## config.mk

```make
export PLATFORM = sky130hd
export DESIGN_NAME = gqtl_ram
export DESIGN_NICKNAME = d
export VERILOG_FILES = /design/src/rtl/gqtl_ram.sv
export SDC_FILE = /design/constraint.sdc
export NUM_CORES = 1
export LEC_CHECK = 0
export BUFFER_PORTS_ARGS = -buffer_cell sky130_fd_sc_hd__buf_2
export CORE_ASPECT_RATIO = 2
export CORE_MARGIN = 1.5
export CORE_UTILIZATION = 50
export DETAILED_ROUTE_END_ITERATION = 10
export GPL_ROUTABILITY_DRIVEN = 1
export PLACE_DENSITY = 0.77
export SLEW_MARGIN = 20
export SYNTH_ARGS = -nofsm -noshare
export SYNTH_HDL_FRONTEND = slang
export SYNTH_SLANG_ARGS = --single-unit
```

## constraint.sdc

```tcl
create_clock -name i_clk -period 2.42 [get_ports i_clk]
set_clock_uncertainty 0.15 [all_clocks]
set_input_delay 0.242 -clock i_clk [delete_from_list [all_inputs] [get_ports i_clk]]
set_output_delay 0.242 -clock i_clk [all_outputs]
set_load 0.02 [all_outputs]
```

## src/rtl/gqtl_ram.sv

```systemverilog
// Generic single-port-write, registered-read RAM.
`timescale 1ns / 1ps

module gqtl_ram #(
    parameter int unsigned WIDTH = 8,
    parameter int unsigned DEPTH = 16,
    localparam int unsigned AW   = (DEPTH > 1) ? $clog2(DEPTH) : 1
) (
    input  logic             i_clk,
    input  logic             i_we,
    input  logic [AW-1:0]    i_waddr,
    input  logic [WIDTH-1:0] i_wdata,
    input  logic             i_re,
    input  logic [AW-1:0]    i_raddr,
    output logic [WIDTH-1:0] o_rdata
);

    logic [WIDTH-1:0] r_mem [DEPTH];
    logic [WIDTH-1:0] r_rdata;

    always_ff @(posedge i_clk) begin
        if (i_we) begin
            r_mem[i_waddr] <= i_wdata;
        end
        if (i_re) begin
            r_rdata <= r_mem[i_raddr];
        end
    end

    assign o_rdata = r_rdata;

endmodule

```

==> reports/results.txt <==
Post-synth EDFFs - 136
Comb pwr share - 0.047
worst-path cell chain - mux4_1, a22oi_1, nand2_1
Post-Syn Area - 0.00523 mm²
Nets - 303
Final Instance Area - 0.00616 mm²
switch share - 0.203
First-pass DRT Iterations - 4
num rows - 52
Tmin final - 1.72 ns
kind of critical path - reg2reg
critical path fanouts, max - 1
Final setup violation count - 0
Setup crit start kind - register
largest net degree at the start of global routing - 24
Core ar. - 0.0101 mm²
area delta synth->final - 17.9%
global-route wire length before repair - 15,400 µm
DIE HEIGHT - 148 µm
fraction of layout instances using a drive strength above 1 - 0.318
clk buf depth - 2
Synth warnings - 0
CP peak stage delay - 0.52 ns
WP data required - 2.42 ns
sequential share of power - 0.501
CTS Sinks - 136
Post-DRT Antenna Nets - 0
RSZ-0062 raised after global routing - no
hold crit path type - in2reg
Netlist cell types - 18
Synthesized Nets - 248
grt total ovfl - 0
Worst Tran Pin Value - 0.766 ns
DP Area - 0.00560 mm²
Seq cells post-synth - 136
Initial Util - 0.515
antenna violations before repair - 0
vias in the first global route - 2,746
Final Cycle Share - 0.710
slowest cell on the critical path - mux4_1
H-tree depth - 4
register area share after synthesis - 0.781
gr usage total - 0.205
die span in x - 75.3 µm
final hold vios - 0
ANT cells - 0
post-CTS sizing - 0
P_leak - 2.08 nW
Critical path buffers and inverters - 0
Clk pwr share - 0.453
gate count of the mapped netlist - 229
asr flop ratio synth - 0
internal power - 4.25 mW
Reg clk slew, reported paths - 0.06 ns
Final Util - 0.607
most common cell after layout, fill and taps aside - edfxtp_1
Vias - 2,496
clock root cell - clkbuf_16
Syn Area/Cell - 22.8 µm²
dpl hpwl - 6640 µm
routability congestion estimate - 0.783
die area - 0.0111 mm²
count of hold-fix buffers inserted at cts - 0
TNS Setup - 0 ns
total power - 5.33 mW
Port-buffer cells - 26
Skew-Pair Late Insertion Delay - 0.42 ns
Via density - 5.79
Worst Path Arrival - 1.72 ns
WHS - 0.0166 ns
VDD IR-drop max - 0.000618 V
TritonCTS Buffers - 17
commonest non-fill, non-tap cells in the layout - edfxtp_1 (136), buf_2 (26), buf_4 (19)
Top Family by Delay on Critical Path - multiplexers
PD cells - 865 mW/mm²
final wirelength - 9920 µm
I/O Pins - 27
wire per inst - 23.0 µm
Switch Pwr - 1.08 mW
CTS tree - built
Slew Viols, Final - 0
Post-CTS Setup Repair Bufs - 0
1st-iter DRT viols - 222
Slew headroom - 0.487
status - complete, no violations
max_cap viols - 0
Synth Flop Type - edfxtp_1
fmax - 582 MHz
DRC viols - 0
Setup crit end kind - register
through the flow:
stage	instances	worst slack, ns
floorplan	229	0.535
global placement	400	0.483
detailed placement	400	0.415
CTS	431	0.699
global route	431	0.666
finish	431	0.701
power groups by stage:
stage                     clock network, mW  registers [mW]  logic, mW
final                                  2.41            2.67      0.249
after global placement                    0            2.71      0.241
after detailed placement                  0            2.72      0.251
after global routing                   2.56            2.67      0.271
after floorplan                           0            2.73      0.134
after CTS                              2.45            2.67      0.253
cell families after synthesis:
logic type,count (synthesis),share of synthesized area
compound gates,16,0.0230
mux,32,0.148
simple gates,35,0.0314
buf+inv,10,0.0165
flops,136,0.781
per-layer routing:
metal  vias to the layer above  wire (µm)  global-route usage
li1                       1089          -                   -
met3                        24        426              0.0566
met5                         -          0                   0
met2                        89       5670               0.345
met1                      1294       3470               0.227
met4                         0        353               0.114
registers in the layout, indices dropped and copies added (netlist names):
name / count
r_mem: 128
o_rdata: 8
worst paths after layout:
kind                                    from          to  slack, ns  depth (start not counted)
worst max-delay path             r_mem[1][3]  o_rdata[3]       0.70                          3
worst min-delay path                    i_re  o_rdata[5]       0.02                          1
worst max register to register   r_mem[1][3]  o_rdata[3]       0.70                          3
worst min register to register  r_mem[14][4]  o_rdata[4]       0.60                          3
synth_stat cells, types with 2 or more instances:
cell type / n / area (µm²)
mux4_1: 14 / 368
edfxtp_1: 136 / 4080
mux4_2: 18 / 405
clkdlybuf4s25_2: 3 / 30.0
nand3b_1: 2 / 15.0
nor3_1: 4 / 20.0
buf_6: 3 / 33.8
buf_2: 3 / 15.0
nand2_1: 9 / 33.8
nor2_1: 13 / 48.8
a22oi_1: 16 / 120
nand2b_1: 2 / 12.5
worst reg2reg max path: stages (launching register included):
cell      delay (ns)
edfxtp_1        0.37
mux4_1          0.52
a22oi_1         0.27
nand2_1         0.14
cell type report:
type                            instances  area [µm²]
Sequential cell                       136        4080
Fill cell                             737        3990
Multi-Input combinational cell         83        1060
Clock buffer                           17         425
Timing Repair Buffer                   46         293
Tap cell                              135         169
Clock inverter                         14         134
No activity file was read; power rests on OpenSTA's default activity.
